`src/sv/gdrs_pkg.sv`:
```
// Shared types, codes and constants of the grid run scanner.
`timescale 1ns / 1ps

package gdrs_pkg;

  // Default side of the square grid.
  localparam int unsigned GRID_SIDE_DEF = 8;

  // Depth of the command queue between front and back.
  localparam int unsigned CMD_QUEUE_DEPTH = 2;

  // Register indexes, taken from paddr[2].
  localparam logic REG_GRID_WIDTH  = 1'b0;
  localparam logic REG_GRID_HEIGHT = 1'b1;

  // Register reset values.
  localparam logic [3:0] GRID_WIDTH_RST  = 4'd8;
  localparam logic [3:0] GRID_HEIGHT_RST = 4'd8;

  typedef enum logic {
    OP_WRITE = 1'b0,
    OP_SCAN  = 1'b1
  } opcode_e;

  typedef enum logic [1:0] {
    DIR_H  = 2'd0,
    DIR_V  = 2'd1,
    DIR_DR = 2'd2,
    DIR_DL = 2'd3
  } dir_e;

  // One input item.
  typedef struct packed {
    logic       opcode;
    logic [2:0] cell_x;
    logic [2:0] cell_y;
    logic [2:0] cell_owner;
    logic [1:0] scan_direction;
  } in_item_t;

  // One result item.
  typedef struct packed {
    logic [2:0] run_x;
    logic [2:0] run_y;
    logic [3:0] run_length;
    logic [2:0] run_owner;
    logic [1:0] run_direction;
    logic       run_valid;
    logic       last_run;
  } out_item_t;

  // Classified command handed from front to back.
  typedef struct packed {
    logic       is_scan;
    logic       in_grid;
    logic [2:0] cell_x;
    logic [2:0] cell_y;
    logic [2:0] cell_owner;
    dir_e       scan_direction;
  } cmd_t;

  // In-use area, already saturated to the grid side.
  typedef struct packed {
    logic [3:0] used_w;
    logic [3:0] used_h;
  } geom_t;

endpackage

```
`src/sv/gdrs_front.sv`:
```
// Front end: accepts items, classifies them and queues commands for the back end.
`timescale 1ns / 1ps

module gdrs_front #(
  parameter int unsigned GRID_SIDE = gdrs_pkg::GRID_SIDE_DEF
) (
  input  logic              clk_i,
  input  logic              rst_ni,
  input  logic              in_valid_i,
  output logic              in_ready_o,
  input  gdrs_pkg::in_item_t in_item_i,
  output logic              cmd_valid_o,
  input  logic              cmd_ready_i,
  output gdrs_pkg::cmd_t    cmd_o
);

  localparam int unsigned QDepth = gdrs_pkg::CMD_QUEUE_DEPTH;
  localparam int unsigned PtrW   = (QDepth > 1) ? $clog2(QDepth) : 1;
  localparam int unsigned CntW   = $clog2(QDepth + 1);

  gdrs_pkg::cmd_t    cmd_new;
  gdrs_pkg::cmd_t    q_mem_q [QDepth];
  logic [PtrW-1:0]   wr_ptr_q, rd_ptr_q;
  logic [CntW-1:0]   count_q;
  logic              push, pop;

  // Classify the incoming item
  always_comb begin
    cmd_new.is_scan        = (gdrs_pkg::opcode_e'(in_item_i.opcode) == gdrs_pkg::OP_SCAN);
    cmd_new.in_grid        = ({1'b0, in_item_i.cell_x} < 4'(GRID_SIDE)) &&
                             ({1'b0, in_item_i.cell_y} < 4'(GRID_SIDE));
    cmd_new.cell_x         = in_item_i.cell_x;
    cmd_new.cell_y         = in_item_i.cell_y;
    cmd_new.cell_owner     = in_item_i.cell_owner;
    cmd_new.scan_direction = gdrs_pkg::dir_e'(in_item_i.scan_direction);
  end

  assign in_ready_o  = (count_q != CntW'(QDepth));
  assign cmd_valid_o = (count_q != '0);
  assign cmd_o       = q_mem_q[rd_ptr_q];
  assign push        = in_valid_i && in_ready_o;
  assign pop         = cmd_valid_o && cmd_ready_i;

  // Store queued commands
  always_ff @(posedge clk_i) begin
    if (push) begin
      q_mem_q[wr_ptr_q] <= cmd_new;
    end
  end

  // Advance pointers and fill count
  always_ff @(posedge clk_i or negedge rst_ni) begin
    if (!rst_ni) begin
      wr_ptr_q <= '0;
      rd_ptr_q <= '0;
      count_q  <= '0;
    end else begin
      if (push) begin
        wr_ptr_q <= (wr_ptr_q == PtrW'(QDepth - 1)) ? '0 : wr_ptr_q + 1'b1;
      end
      if (pop) begin
        rd_ptr_q <= (rd_ptr_q == PtrW'(QDepth - 1)) ? '0 : rd_ptr_q + 1'b1;
      end
      case ({push, pop})
        2'b10:   count_q <= count_q + 1'b1;
        2'b01:   count_q <= count_q - 1'b1;
        default: count_q <= count_q;
      endcase
    end
  end

endmodule

```
`src/sv/gdrs_back.sv`:
```
// Back end: grid store, line walker, run tracker and result register.
`timescale 1ns / 1ps

module gdrs_back #(
  parameter int unsigned GRID_SIDE = gdrs_pkg::GRID_SIDE_DEF
) (
  input  logic               clk_i,
  input  logic               rst_ni,
  input  gdrs_pkg::geom_t    geom_i,
  input  logic               cmd_valid_i,
  output logic               cmd_ready_o,
  input  gdrs_pkg::cmd_t     cmd_i,
  output logic               out_valid_o,
  input  logic               out_ready_i,
  output gdrs_pkg::out_item_t out_item_o
);

  localparam int unsigned Depth = GRID_SIDE * GRID_SIDE;
  localparam int unsigned AddrW = $clog2(Depth);

  typedef enum logic [2:0] {
    ST_IDLE,
    ST_WALK,
    ST_TAIL,
    ST_CLOSE,
    ST_FLUSH
  } state_e;

  function automatic logic [AddrW-1:0] cell_addr(input logic [2:0] x, input logic [2:0] y);
    logic [6:0] lin;
    lin = 7'(y) * 7'(GRID_SIDE) + 7'(x);
    return lin[AddrW-1:0];
  endfunction

  // Grid store with one valid bit per cell
  logic [2:0]       ram_q [Depth];
  logic [Depth-1:0] cell_v_q;

  state_e           state_q;
  gdrs_pkg::dir_e   dir_q;
  logic             phase_b_q;
  logic             first_q;
  logic [3:0]       li_q, cx_q, cy_q;

  logic             stg_v_q, stg_first_q, stg_last_q;
  logic [2:0]       stg_x_q, stg_y_q, stg_c_q;

  logic [2:0]       own_q, rx_q, ry_q;
  logic [3:0]       len_q;

  logic                pv_q, ov_q;
  gdrs_pkg::out_item_t pend_q, out_q;

  logic             mem_we;
  logic [AddrW-1:0] waddr, raddr;
  logic [3:0]       dx, dy, nx, ny, li_inc, bx;
  logic             next_in, has_next, n_phase_b, scan_last_cell;
  logic [3:0]       nlx, nly, nli;
  logic             issue, consume, new_run, need_close, out_free, can_close, tail_close;
  logic             out_load;
  gdrs_pkg::out_item_t closed_run, marker, pend_last;

  assign mem_we = (state_q == ST_IDLE) && cmd_valid_i && !cmd_i.is_scan && cmd_i.in_grid;
  assign waddr  = cell_addr(cmd_i.cell_x, cmd_i.cell_y);
  assign raddr  = cell_addr(cx_q[2:0], cy_q[2:0]);

  always_ff @(posedge clk_i) begin
    if (mem_we) begin
      ram_q[waddr] <= cmd_i.cell_owner;
    end
  end

  always_ff @(posedge clk_i or negedge rst_ni) begin
    if (!rst_ni) begin
      cell_v_q <= '0;
    end else if (mem_we) begin
      cell_v_q[waddr] <= 1'b1;
    end
  end

  // Registered read; a cell never written reads as empty
  always_ff @(posedge clk_i) begin
    if (issue) begin
      stg_c_q <= cell_v_q[raddr] ? ram_q[raddr] : 3'd0;
    end
  end

  // Step along the line and pick the next line start
  always_comb begin
    case (dir_q)
      gdrs_pkg::DIR_H:  begin dx = 4'd1;  dy = 4'd0; end
      gdrs_pkg::DIR_V:  begin dx = 4'd0;  dy = 4'd1; end
      gdrs_pkg::DIR_DR: begin dx = 4'd1;  dy = 4'd1; end
      default:          begin dx = 4'hF;  dy = 4'd1; end
    endcase
    nx      = cx_q + dx;
    ny      = cy_q + dy;
    next_in = (nx < geom_i.used_w) && (ny < geom_i.used_h);
    li_inc  = li_q + 4'd1;
    bx      = (dir_q == gdrs_pkg::DIR_DL) ? geom_i.used_w - 4'd1 : 4'd0;

    has_next  = 1'b0;
    nlx       = 4'd0;
    nly       = 4'd0;
    nli       = li_inc;
    n_phase_b = phase_b_q;
    if (!phase_b_q) begin
      if (li_inc < geom_i.used_w) begin
        has_next = 1'b1;
        nlx      = li_inc;
      end else if (dir_q != gdrs_pkg::DIR_V && geom_i.used_h > 4'd1) begin
        has_next  = 1'b1;
        nlx       = bx;
        nly       = 4'd1;
        nli       = 4'd1;
        n_phase_b = 1'b1;
      end
    end else if (li_inc < geom_i.used_h) begin
      has_next = 1'b1;
      nlx      = bx;
      nly      = li_inc;
    end
    scan_last_cell = !next_in && !has_next;
  end

  // Decide whether the staged cell can be taken by the run tracker
  always_comb begin
    new_run    = stg_first_q || (stg_c_q != own_q);
    need_close = new_run && (len_q != 4'd0) && (own_q != 3'd0);
    out_free   = !ov_q || out_ready_i;
    can_close  = !pv_q || out_free;
    consume    = stg_v_q && (!need_close || can_close);
    issue      = (state_q == ST_WALK) && (!stg_v_q || consume);
    tail_close = (len_q != 4'd0) && (own_q != 3'd0);
    out_load   = (consume && need_close && pv_q) ||
                 ((state_q == ST_CLOSE) && tail_close && can_close && pv_q) ||
                 ((state_q == ST_FLUSH) && out_free);

    closed_run = '{run_x: rx_q, run_y: ry_q, run_length: len_q, run_owner: own_q,
                   run_direction: dir_q, run_valid: 1'b1, last_run: 1'b0};
    marker     = '{run_x: 3'd0, run_y: 3'd0, run_length: 4'd0, run_owner: 3'd0,
                   run_direction: dir_q, run_valid: 1'b0, last_run: 1'b1};
    pend_last          = pend_q;
    pend_last.last_run = 1'b1;
  end

  assign cmd_ready_o = (state_q == ST_IDLE);
  assign out_valid_o = ov_q;
  assign out_item_o  = out_q;

  // Sequencer, walker, tracker and result registers
  always_ff @(posedge clk_i or negedge rst_ni) begin
    if (!rst_ni) begin
      state_q     <= ST_IDLE;
      dir_q       <= gdrs_pkg::DIR_H;
      phase_b_q   <= 1'b0;
      first_q     <= 1'b0;
      li_q        <= '0;
      cx_q        <= '0;
      cy_q        <= '0;
      stg_v_q     <= 1'b0;
      stg_first_q <= 1'b0;
      stg_last_q  <= 1'b0;
      stg_x_q     <= '0;
      stg_y_q     <= '0;
      own_q       <= '0;
      rx_q        <= '0;
      ry_q        <= '0;
      len_q       <= '0;
      pv_q        <= 1'b0;
      ov_q        <= 1'b0;
      pend_q      <= '0;
      out_q       <= '0;
    end else begin
      // Load the result register, or drop the result once taken
      if (out_load) begin
        ov_q <= 1'b1;
      end else if (ov_q && out_ready_i) begin
        ov_q <= 1'b0;
      end

      // Stage one cell per issue
      if (issue) begin
        stg_v_q     <= 1'b1;
        stg_first_q <= first_q;
        stg_last_q  <= scan_last_cell;
        stg_x_q     <= cx_q[2:0];
        stg_y_q     <= cy_q[2:0];
      end else if (consume) begin
        stg_v_q <= 1'b0;
      end

      // Track runs along the line
      if (consume) begin
        if (need_close) begin
          if (pv_q) begin
            out_q <= pend_q;
          end
          pend_q <= closed_run;
          pv_q   <= 1'b1;
        end
        if (new_run) begin
          rx_q  <= stg_x_q;
          ry_q  <= stg_y_q;
          own_q <= stg_c_q;
          len_q <= 4'd1;
        end else begin
          len_q <= len_q + 4'd1;
        end
      end

      case (state_q)
        ST_IDLE: begin
          if (cmd_valid_i && cmd_i.is_scan) begin
            dir_q     <= cmd_i.scan_direction;
            phase_b_q <= (cmd_i.scan_direction == gdrs_pkg::DIR_H);
            first_q   <= 1'b1;
            li_q      <= '0;
            cx_q      <= '0;
            cy_q      <= '0;
            len_q     <= '0;
            own_q     <= '0;
            if (geom_i.used_w == 4'd0 || geom_i.used_h == 4'd0) begin
              state_q <= ST_CLOSE;
            end else begin
              state_q <= ST_WALK;
            end
          end
        end
        ST_WALK: begin
          if (issue) begin
            if (next_in) begin
              cx_q    <= nx;
              cy_q    <= ny;
              first_q <= 1'b0;
            end else if (has_next) begin
              cx_q      <= nlx;
              cy_q      <= nly;
              li_q      <= nli;
              phase_b_q <= n_phase_b;
              first_q   <= 1'b1;
            end else begin
              state_q <= ST_TAIL;
            end
          end
        end
        ST_TAIL: begin
          if (consume && stg_last_q) begin
            state_q <= ST_CLOSE;
          end
        end
        ST_CLOSE: begin
          // Close the run still open at the end of the scan
          if (!tail_close) begin
            state_q <= ST_FLUSH;
          end else if (can_close) begin
            if (pv_q) begin
              out_q <= pend_q;
            end
            pend_q  <= closed_run;
            pv_q    <= 1'b1;
            len_q   <= '0;
            state_q <= ST_FLUSH;
          end
        end
        ST_FLUSH: begin
          // Hand out the held run, or the empty marker, with the last flag
          if (out_free) begin
            out_q   <= pv_q ? pend_last : marker;
            pv_q    <= 1'b0;
            state_q <= ST_IDLE;
          end
        end
        default: state_q <= ST_IDLE;
      endcase
    end
  end

endmodule

```
`src/sv/grid_directional_run_scanner_unit.sv`:
```
// Flow: a write waits in the command queue and is stored when the idle back end takes it;
//   a closed run is held in one register until the next run closes or the scan ends, and
//   the scan's last result goes from the staging register through ST_CLOSE and ST_FLUSH
//   to the result register, held back while results are stalled. A scan holds the back
//   end while each in-use cell (64 on a full 8 by 8 grid) is read on the one read port.
// Reset: asynchronous, active low; grid reads as empty, size registers return to 8 by 8.
`timescale 1ns / 1ps

module grid_directional_run_scanner_unit #(
  parameter int unsigned GRID_SIDE = gdrs_pkg::GRID_SIDE_DEF
) (
  input  logic                clk_i,
  input  logic                rst_ni,
  input  logic                psel,
  input  logic                penable,
  input  logic                pwrite,
  input  logic [2:0]          paddr,
  input  logic [31:0]         pwdata,
  output logic [31:0]         prdata,
  output logic                pready,
  input  logic                in_valid_i,
  output logic                in_ready_o,
  input  gdrs_pkg::in_item_t  in_item_i,
  output logic                out_valid_o,
  input  logic                out_ready_i,
  output gdrs_pkg::out_item_t out_item_o
);

  logic [3:0]      width_q, height_q;
  logic            cfg_we;
  gdrs_pkg::geom_t geom;
  logic            cmd_valid, cmd_ready;
  gdrs_pkg::cmd_t  cmd;

  assign pready = 1'b1;
  assign cfg_we = psel && penable && pwrite && pready;

  // Hold the size registers
  always_ff @(posedge clk_i or negedge rst_ni) begin
    if (!rst_ni) begin
      width_q  <= gdrs_pkg::GRID_WIDTH_RST;
      height_q <= gdrs_pkg::GRID_HEIGHT_RST;
    end else if (cfg_we) begin
      case (paddr[2])
        gdrs_pkg::REG_GRID_WIDTH:  width_q  <= pwdata[3:0];
        gdrs_pkg::REG_GRID_HEIGHT: height_q <= pwdata[3:0];
        default: ;
      endcase
    end
  end

  // Read back
  always_comb begin
    case (paddr[2])
      gdrs_pkg::REG_GRID_WIDTH:  prdata = {28'd0, width_q};
      gdrs_pkg::REG_GRID_HEIGHT: prdata = {28'd0, height_q};
      default:                   prdata = '0;
    endcase
  end

  // Saturate the in-use area to the grid side
  assign geom.used_w = (width_q  > 4'(GRID_SIDE)) ? 4'(GRID_SIDE) : width_q;
  assign geom.used_h = (height_q > 4'(GRID_SIDE)) ? 4'(GRID_SIDE) : height_q;

  gdrs_front #(
    .GRID_SIDE (GRID_SIDE)
  ) u_front (
    .clk_i       (clk_i),
    .rst_ni      (rst_ni),
    .in_valid_i  (in_valid_i),
    .in_ready_o  (in_ready_o),
    .in_item_i   (in_item_i),
    .cmd_valid_o (cmd_valid),
    .cmd_ready_i (cmd_ready),
    .cmd_o       (cmd)
  );

  gdrs_back #(
    .GRID_SIDE (GRID_SIDE)
  ) u_back (
    .clk_i       (clk_i),
    .rst_ni      (rst_ni),
    .geom_i      (geom),
    .cmd_valid_i (cmd_valid),
    .cmd_ready_o (cmd_ready),
    .cmd_i       (cmd),
    .out_valid_o (out_valid_o),
    .out_ready_i (out_ready_i),
    .out_item_o  (out_item_o)
  );

endmodule
```
`config.mk`:
```
export PLATFORM = sky130hd
export DESIGN_NAME = grid_directional_run_scanner_unit
export DESIGN_NICKNAME = d
export VERILOG_FILES = /design/src/sv/gdrs_pkg.sv /design/src/sv/gdrs_front.sv /design/src/sv/gdrs_back.sv /design/src/sv/grid_directional_run_scanner_unit.sv
export SDC_FILE = /design/constraint.sdc
export NUM_CORES = 1
export LEC_CHECK = 0
export ABC_AREA = 1
export BUFFER_PORTS_ARGS = -buffer_cell sky130_fd_sc_hd__buf_2
export CAP_MARGIN = 10
export CORE_AREA = 2 2 208 189
export CTS_BUF_LIST = sky130_fd_sc_hd__clkbuf_4 sky130_fd_sc_hd__clkbuf_8
export DETAILED_ROUTE_END_ITERATION = 10
export DIE_AREA = 0 0 210 191
export HOLD_SLACK_MARGIN = 0.06
export MAX_ROUTING_LAYER = met4
export PLACE_DENSITY = 0.61
export SYNTH_ARGS = -nofsm -noshare
export SYNTH_HDL_FRONTEND = slang
export SYNTH_SLANG_ARGS = --single-unit
```
`constraint.sdc`:
```
create_clock -name clk_i -period 4.6 [get_ports clk_i]
set_input_delay 0.69 -clock clk_i [delete_from_list [all_inputs] [get_ports clk_i]]
set_output_delay 0.69 -clock clk_i [all_outputs]
set_load 0.01 [all_outputs]
```
# ---- Word-level counts from Yosys, hierarchy flattened
# Memory sizes are Yosys's and may differ from the RTL's. A register that Yosys moved wholly into a read port is not among the register bits.
# Cells that the tools add are included.
dict set report op_classes {
  bitwise_logic 2
  n_mux 101
  addsub 11
  multipliers 0
  n_shift 0
  magnitude_cmp 10
  div 0
  reduce_logical 60
  eq_ne 21
}
# op n
set ops {}
lappend ops {{two-way mux 17 bit} 13}
lappend ops {{two-way mux 4 bit} 28}
lappend ops {{OR 64 bit} 1}
lappend ops {{one-hot mux 32 bit (2 select lines)} 1}
lappend ops {{one-hot mux 4 bit (2 select lines)} 5}
lappend ops {{two-way mux 3 bit} 12}
lappend ops {{one-hot mux 17 bit (2 select lines)} 1}
lappend ops {{two-way mux 1 bit} 33}
lappend ops {{logical AND 1 bit} 23}
lappend ops {{< comparator 4 bit} 4}
lappend ops {{one-hot mux 3 bit (5 select lines)} 1}
lappend ops {{< comparator 6 x 7 -> 1 bit (second input constant)} 2}
lappend ops {{adder 6 x 3 -> 6 bit} 2}
lappend ops {{inequality test 2 x 1 -> 1 bit (second input constant)} 6}
lappend ops {{nonzero test 2 bit} 5}
lappend ops {{adder 4 x 1 -> 4 bit (second input constant)} 2}
lappend ops {{> comparator 4 bit (second input constant)} 2}
lappend ops {{zero test 1 bit} 8}
lappend ops {{zero test 4 bit} 2}
lappend ops {{logical OR 1 bit} 8}
lappend ops {{AND reduction 2 bit} 4}
lappend ops {{AND reduction 7 bit} 1}
lappend ops {{binary-select mux 1 bit (select 6 bit)} 1}
lappend ops {{demux 1 bit (select 6 bit)} 1}
lappend ops {{29 further kinds} 39}
dict set report totals {
  n_memories 2
  mem_bits_rw 216
  rom_bits 0
  in_bits 54
  latchBits 0
  out_inout_bits 52
  regBits 153
}
# name words width read_ports rd_clocked_by_memory_dff write_ports line
set mem_list {}
lappend mem_list {u_back.ram_q 64 3 1 1 1 gdrs_back.sv:36} ;# logic [2:0] ram_q [Depth];
lappend mem_list {u_front.q_mem_q 2 12 1 0 1 gdrs_front.sv:22} ;# gdrs_pkg::cmd_t q_mem_q [QDepth];

# ---- Longest topological paths before layout
dict set report depth {
  ltp_word 12
  depth_mapped 24
  depth_no_buf 22
}

# ---- Hierarchy
# Synthesis repeated with hierarchy kept, for this count alone.
dict set report hier_totals {
  cells_unflattened 1969
  area_unflattened_um2 17728.3
}
# module area_each_um2 cells_per_inst instances seq_area_each_um2
set by_module_without_submodules {}
lappend by_module_without_submodules {gdrs_back 15920.3 1779 1 9384.0}
lappend by_module_without_submodules {gdrs_front 1131.1 94 1 820.8}
lappend by_module_without_submodules {grid_directional_run_scanner_unit 676.9 96 1 202.7}

# ---- Least setup slack after synthesis
# No wires, ideal clock.
dict set report synth_timing {
  kind {register to register}
  start {reg u_back.cx_q[1]}
  end {reg u_back.state_q[2]}
  setup_ps 124
  required_ps 4476
  t_arrival_ps 2646
  path_slack_ps 1830
  period_less_slack_ps 2770
  path_stages_with_launch 23
  path_cell_list {dfrtp_1 -> buf_2 -> clkinv_1 -> clkbuf_1 -> nand2_1 -> nand2_1 -> inv_1 -> ha_1 -> inv_1 -> nand2_1 -> xnor2_1 -> inv_1 -> ha_1 -> a21o_1 -> a211oi_1 -> nand3_1 -> buf_4 -> nor2_4 -> inv_1 -> nand3_1 -> inv_1 -> nand2_1 -> o21bai_1}
}
dict set report synth_via {
  elab_chain_len 5
}
# item line
set synth_rtl {}
lappend synth_rtl {{start, declared} gdrs_back.sv:43} ;# logic [3:0] li_q, cx_q, cy_q;
lappend synth_rtl {{start signal, assigned} gdrs_back.sv:233} ;# cx_q <= nx;
lappend synth_rtl {{start signal, assigned} gdrs_back.sv:237} ;# cx_q <= nlx;
lappend synth_rtl {{adder 4 bit} gdrs_back.sv:96} ;# nx = cx_q + dx;
lappend synth_rtl {{< comparator 4 bit} gdrs_back.sv:98} ;# next_in = (nx < geom_i.used_w) && (ny < geom_i.used_h);
lappend synth_rtl {{logical AND 1 bit} gdrs_back.sv:98}
lappend synth_rtl {{inequality test 2 bit (no source line)} -}
lappend synth_rtl {{AND reduction 7 bit (no source line)} -}
lappend synth_rtl {{end signal, assigned} gdrs_back.sv:154} ;# state_q <= ST_IDLE;
lappend synth_rtl {{end signal, assigned} gdrs_back.sv:224} ;# state_q <= ST_CLOSE;
lappend synth_rtl {{end signal, assigned} gdrs_back.sv:226} ;# state_q <= ST_WALK;
lappend synth_rtl {{end, declared} gdrs_back.sv:39} ;# state_e state_q;
# No other way between the ends.
# A chain may end at the register's enable or synchronous reset.

# ---- Worst setup path in the final report
dict set report layout_timing {
  start {reg u_back.cx_q[0]}
  end {reg u_back.cy_q[2]}
}
dict set report layout_via {
  elab_chain_len 6
  elab_cells_between_ends 8
  cone_classes {add/sub: 1; order compare: 1; eq/ne: 1; mux: 3; reduce/logical: 2}
}
# item line
set layout_rtl {}
lappend layout_rtl {{adder 4 bit *} gdrs_back.sv:96}
lappend layout_rtl {{< comparator 4 bit *} gdrs_back.sv:98}
lappend layout_rtl {{logical AND 1 bit *} gdrs_back.sv:98}
lappend layout_rtl {{two-way mux 4 bit} gdrs_back.sv:232} ;# if (next_in) begin
lappend layout_rtl {{two-way mux 4 bit} gdrs_back.sv:231} ;# if (issue) begin
lappend layout_rtl {{one-hot mux 4 bit (2 select lines)} gdrs_back.sv:212} ;# case (state_q)
lappend layout_rtl {{end signal, assigned} gdrs_back.sv:234} ;# cy_q <= ny;
lappend layout_rtl {{end signal, assigned} gdrs_back.sv:238} ;# cy_q <= nly;
lappend layout_rtl {{end, declared} gdrs_back.sv:43}
# Every way passes the cells marked *; elsewhere a longest branch is shown, timed or not. The select of a mux whose other input is x is not followed.

==> flow_summary.json <==
{
  "vias": 12000,
  "pwr-share-clk_pct": 24.4,
  "ir_drop_mv": 0.515,
  "synth.largest_area_cell": "edfxtp_1",
  "cp.arrival_ns": 4.04,
  "use_met1_pct": 28.1,
  "max_slew_margin_pct": 26.9,
  "cts_tree": "yes",
  "hold_violations": 0,
  "p_int_mw": 7.25,
  "synth.yosys.seq_area_share_pct": 61.5,
  "cts_htree_levels": 2,
  "worst_pin_slew_ns": 1.09,
  "port_buffers": 46,
  "placed_cell_area_sq_um": 17400,
  "fin_worst_skew_ns": 0.0273,
  "synth_top_family_by_area": "simple AND/OR/NAND/NOR gates",
  "io_pins": 106,
  "routed_wl_um": 39700,
  "power.switching_mw": 4.64,
  "crit_fanout": 47,
  "switching_share_pct": 39.0,
  "core_sq_um": 38000,
  "synth_xor_area_share_pct": 0.621,
  "met2_usage_pct": 32.3,
  "drive_above_1_share_pct": 13.3,
  "fin_cells": 2246,
  "dp_cells": 2135,
  "antenna_found_initial": 0,
  "path_clk_slew_ns": 0.07,
  "crit_type": "flip-flop to flip-flop",
  "synth-simple-area-share_pct": 16.3,
  "track_usage_pct": 20.8,
  "synth_top_cell_area_share_pct": 38.9,
  "die_width_um": 210,
  "std_cell_rows": 68,
  "postCtsSetupBuffers": 0,
  "max_freq_mhz": 282,
  "gp_congestion": 0.876,
  "synthCells": 1664,
  "worstSkewPairLatency_ns": 0.63,
  "finalMaxSlewViolations": 0,
  "cts_root_buf": "clkbuf_8",
  "grt_first_pass_wirelength_um": 63400,
  "die_h_um": 191,
  "finish.instance_area_sq_um": 18700,
  "grt_setup_unrepaired": "false",
  "drtIter0Drc": 874,
  "syn_area_sq_um": 16900,
  "p_leak_nw": 7.64,
  "synth_mux_area_share_pct": 0.599,
  "die-area_sq_um": 40100,
  "synth.avg_cell_area_sq_um": 10.2,
  "end_kind": "flip-flop",
  "postCtsResizedCells": 0,
  "drtPass1Iterations": 5,
  "ys.warnings.count": 0,
  "drc": 0,
  "synth_adder_area_share_pct": 1.63,
  "cp.required_ns": 5.09,
  "fin_tns_setup_ns": 0,
  "wire_per_inst_um": 17.7,
  "cts_max_path_buffers": 3,
  "use_met3_pct": 3.75,
  "hold_class": "primary input to async pin",
  "period_needed_ns": 3.55,
  "synth_enable_flop_cells": 219,
  "vias_per_cell": 5.33,
  "cts_num_sinks": 372,
  "num_antenna_cells": 0,
  "synth-seq-cells": 372,
  "cts_buffers": 58,
  "synth_compound_area_share_pct": 12.9,
  "postCtsHoldBufs": 0,
  "r2r.worst_path.cells": 15,
  "synthTopCellsByArea": "edfxtp_1 (39%), dfrtp_1 (22%), o21ai_0 (6.5%)",
  "setup_viol": 0,
  "post-route-period-util_pct": 77.2,
  "initial_core_util_pct": 44.5,
  "finish.net_count": 1782,
  "top_usage_layer": "met2",
  "ant_nets": 0,
  "overflow": 0,
  "seqPwrFrac_pct": 40.1,
  "ys.flop_type": "edfxtp_1",
  "power_density_nw_per_um2": 637,
  "synthArstFlopShare_pct": 41.1,
  "ys_types": 47,
  "dpl.hpwl_um": 24200,
  "grt_max_degree": 90,
  "post-route-util_pct": 49.1,
  "drv_cap": 0,
  "status": "completed",
  "grt_pass1_vias": 11700,
  "cp-start-kind": "flip-flop",
  "area_growth_pct": 10.4,
  "pwr-share-comb_pct": 35.5
}
[worst paths after layout]
kind                                                 start  slack [ns]                         endpoint
hold reg to reg            u_back.cell_v_q[19]$_DFFE_PN0P_        0.46  u_back.cell_v_q[19]$_DFFE_PN0P_
setup reg to reg                u_back.cx_q[0]$_DFFE_PN0P_        1.05       u_back.cy_q[2]$_DFFE_PN0P_
hold / removal                                      rst_ni        0.12    u_back.pend_last[8]$_DFF_PN0_
min in group clk_i                            in_item_i[4]        0.25  u_front.q_mem_q[0][4]$_DFFE_PP_
setup / recovery                u_back.cx_q[0]$_DFFE_PN0P_        1.05       u_back.cy_q[2]$_DFFE_PN0P_
max in group asynchronous                           rst_ni        3.46    u_back.stg_x_q[0]$_DFFE_PN0P_
[power groups by stage]
stage / clock network [mW] / logic [mW] / registers, mW
finish: 2.90 / 4.22 / 4.77
global route: 3.11 / 4.80 / 4.84
CTS: 2.97 / 4.23 / 4.77
detailed placement: 0 / 4.21 / 4.83
global placement: 0 / 4.14 / 4.81
floorplan: 0 / 3.10 / 4.71
[cell families (layout without fill, tap and decap cells)]
group,after synthesis,count (layout)
multiplexers,9,9
flip-flops,372,372
AO/OA/AOI/OAI,378,378
AND/OR/NAND/NOR,631,631
buffers and inverters,238,303
other,2,29
adder cells (fa/ha/maj),22,22
XOR/XNOR,12,12
[metrics by stage]
step	worst slack, ns	hold WS (ns)	power (mW)
finish	1.05	0.115	11.9
global route	0.665	0.178	12.7
CTS	1.08	0.153	12.0
detailed placement	1.11	0.444	9.05
global placement	1.17	0.440	8.95
floorplan	1.83	0.394	7.80
[routing by layer]
| metal | wire [um] | part of all wire [%] | vias up |
|---|---|---|---|
| li1 | - | - | 5755 |
| met1 | 18400 | 46 | 5805 |
| met2 | 18200 | 46 | 339 |
| met3 | 2340 | 5.9 | 68 |
| met4 | 825 | 2.1 | 0 |
| met5 | 0 | 0 | - |
[layout make-up]
type | instances | area [sq um]
Clock buffer | 80 | 1000
Clock inverter | 30 | 233
Fill cell | 3499 | 19400
Inverter | 131 | 495
Multi-Input combinational cell | 1081 | 5550
Sequential cell | 372 | 10400
Tap cell | 490 | 613
Timing Repair Buffer | 62 | 369
[cell usage after synthesis, types with 7 or more instances]
cell and number:
nand2_2 10, dfrtp_1 151, xor2_1 7, inv_2 12, o21ai_1 14, nand2_1 248
o211ai_1 37, or2_1 42, a21oi_1 40, o221ai_1 37, edfxtp_1 219, o22ai_1 11
nand3_1 84, clkbuf_1 44, nor2_1 207, inv_1 116, ha_1 22, o21ai_0 221
buf_4 35, nor2_2 14, buf_2 21
[state kept, by name (all words and copies together) (netlist names), 4 cells and up]
signal / flops
u_back.cell_v_q: 64
u_back.ram_q: 192
u_front.q_mem_q: 24
u_back.cx_q: 4
u_back.pend_last: 16
u_back.cy_q: 4
width_q: 4
height_q: 4
u_back.out_item_o: 17
u_back.len_q: 4
u_back.li_q: 4
[critical path, stage by stage, from the launching register on]
cell and delay (ns):
dfrtp_4 0.75, ha_1 0.30, nor3_1 0.07, a31oi_1 0.19, xor2_1 0.17, inv_1 0.08
ha_1 0.30, a21o_1 0.18, a211oi_1 0.17, nand3_1 0.36, nand2_1 0.32, inv_1 0.10
nand3_2 0.10, nand2_4 0.09, inv_2 0.13, o21ai_0 0.09
[placed cells by master (no fill, tap or decap), types with 40 or more instances in the layout]
cell and instances:
nand2_1 245, o21ai_0 221, edfxtp_1 219, nor2_1 207, dfrtp_1 149, inv_1 115
nand3_1 84, clkbuf_8 64, buf_2 45, or2_1 42, a21oi_1 40
(Power assumes the default switching activity.)
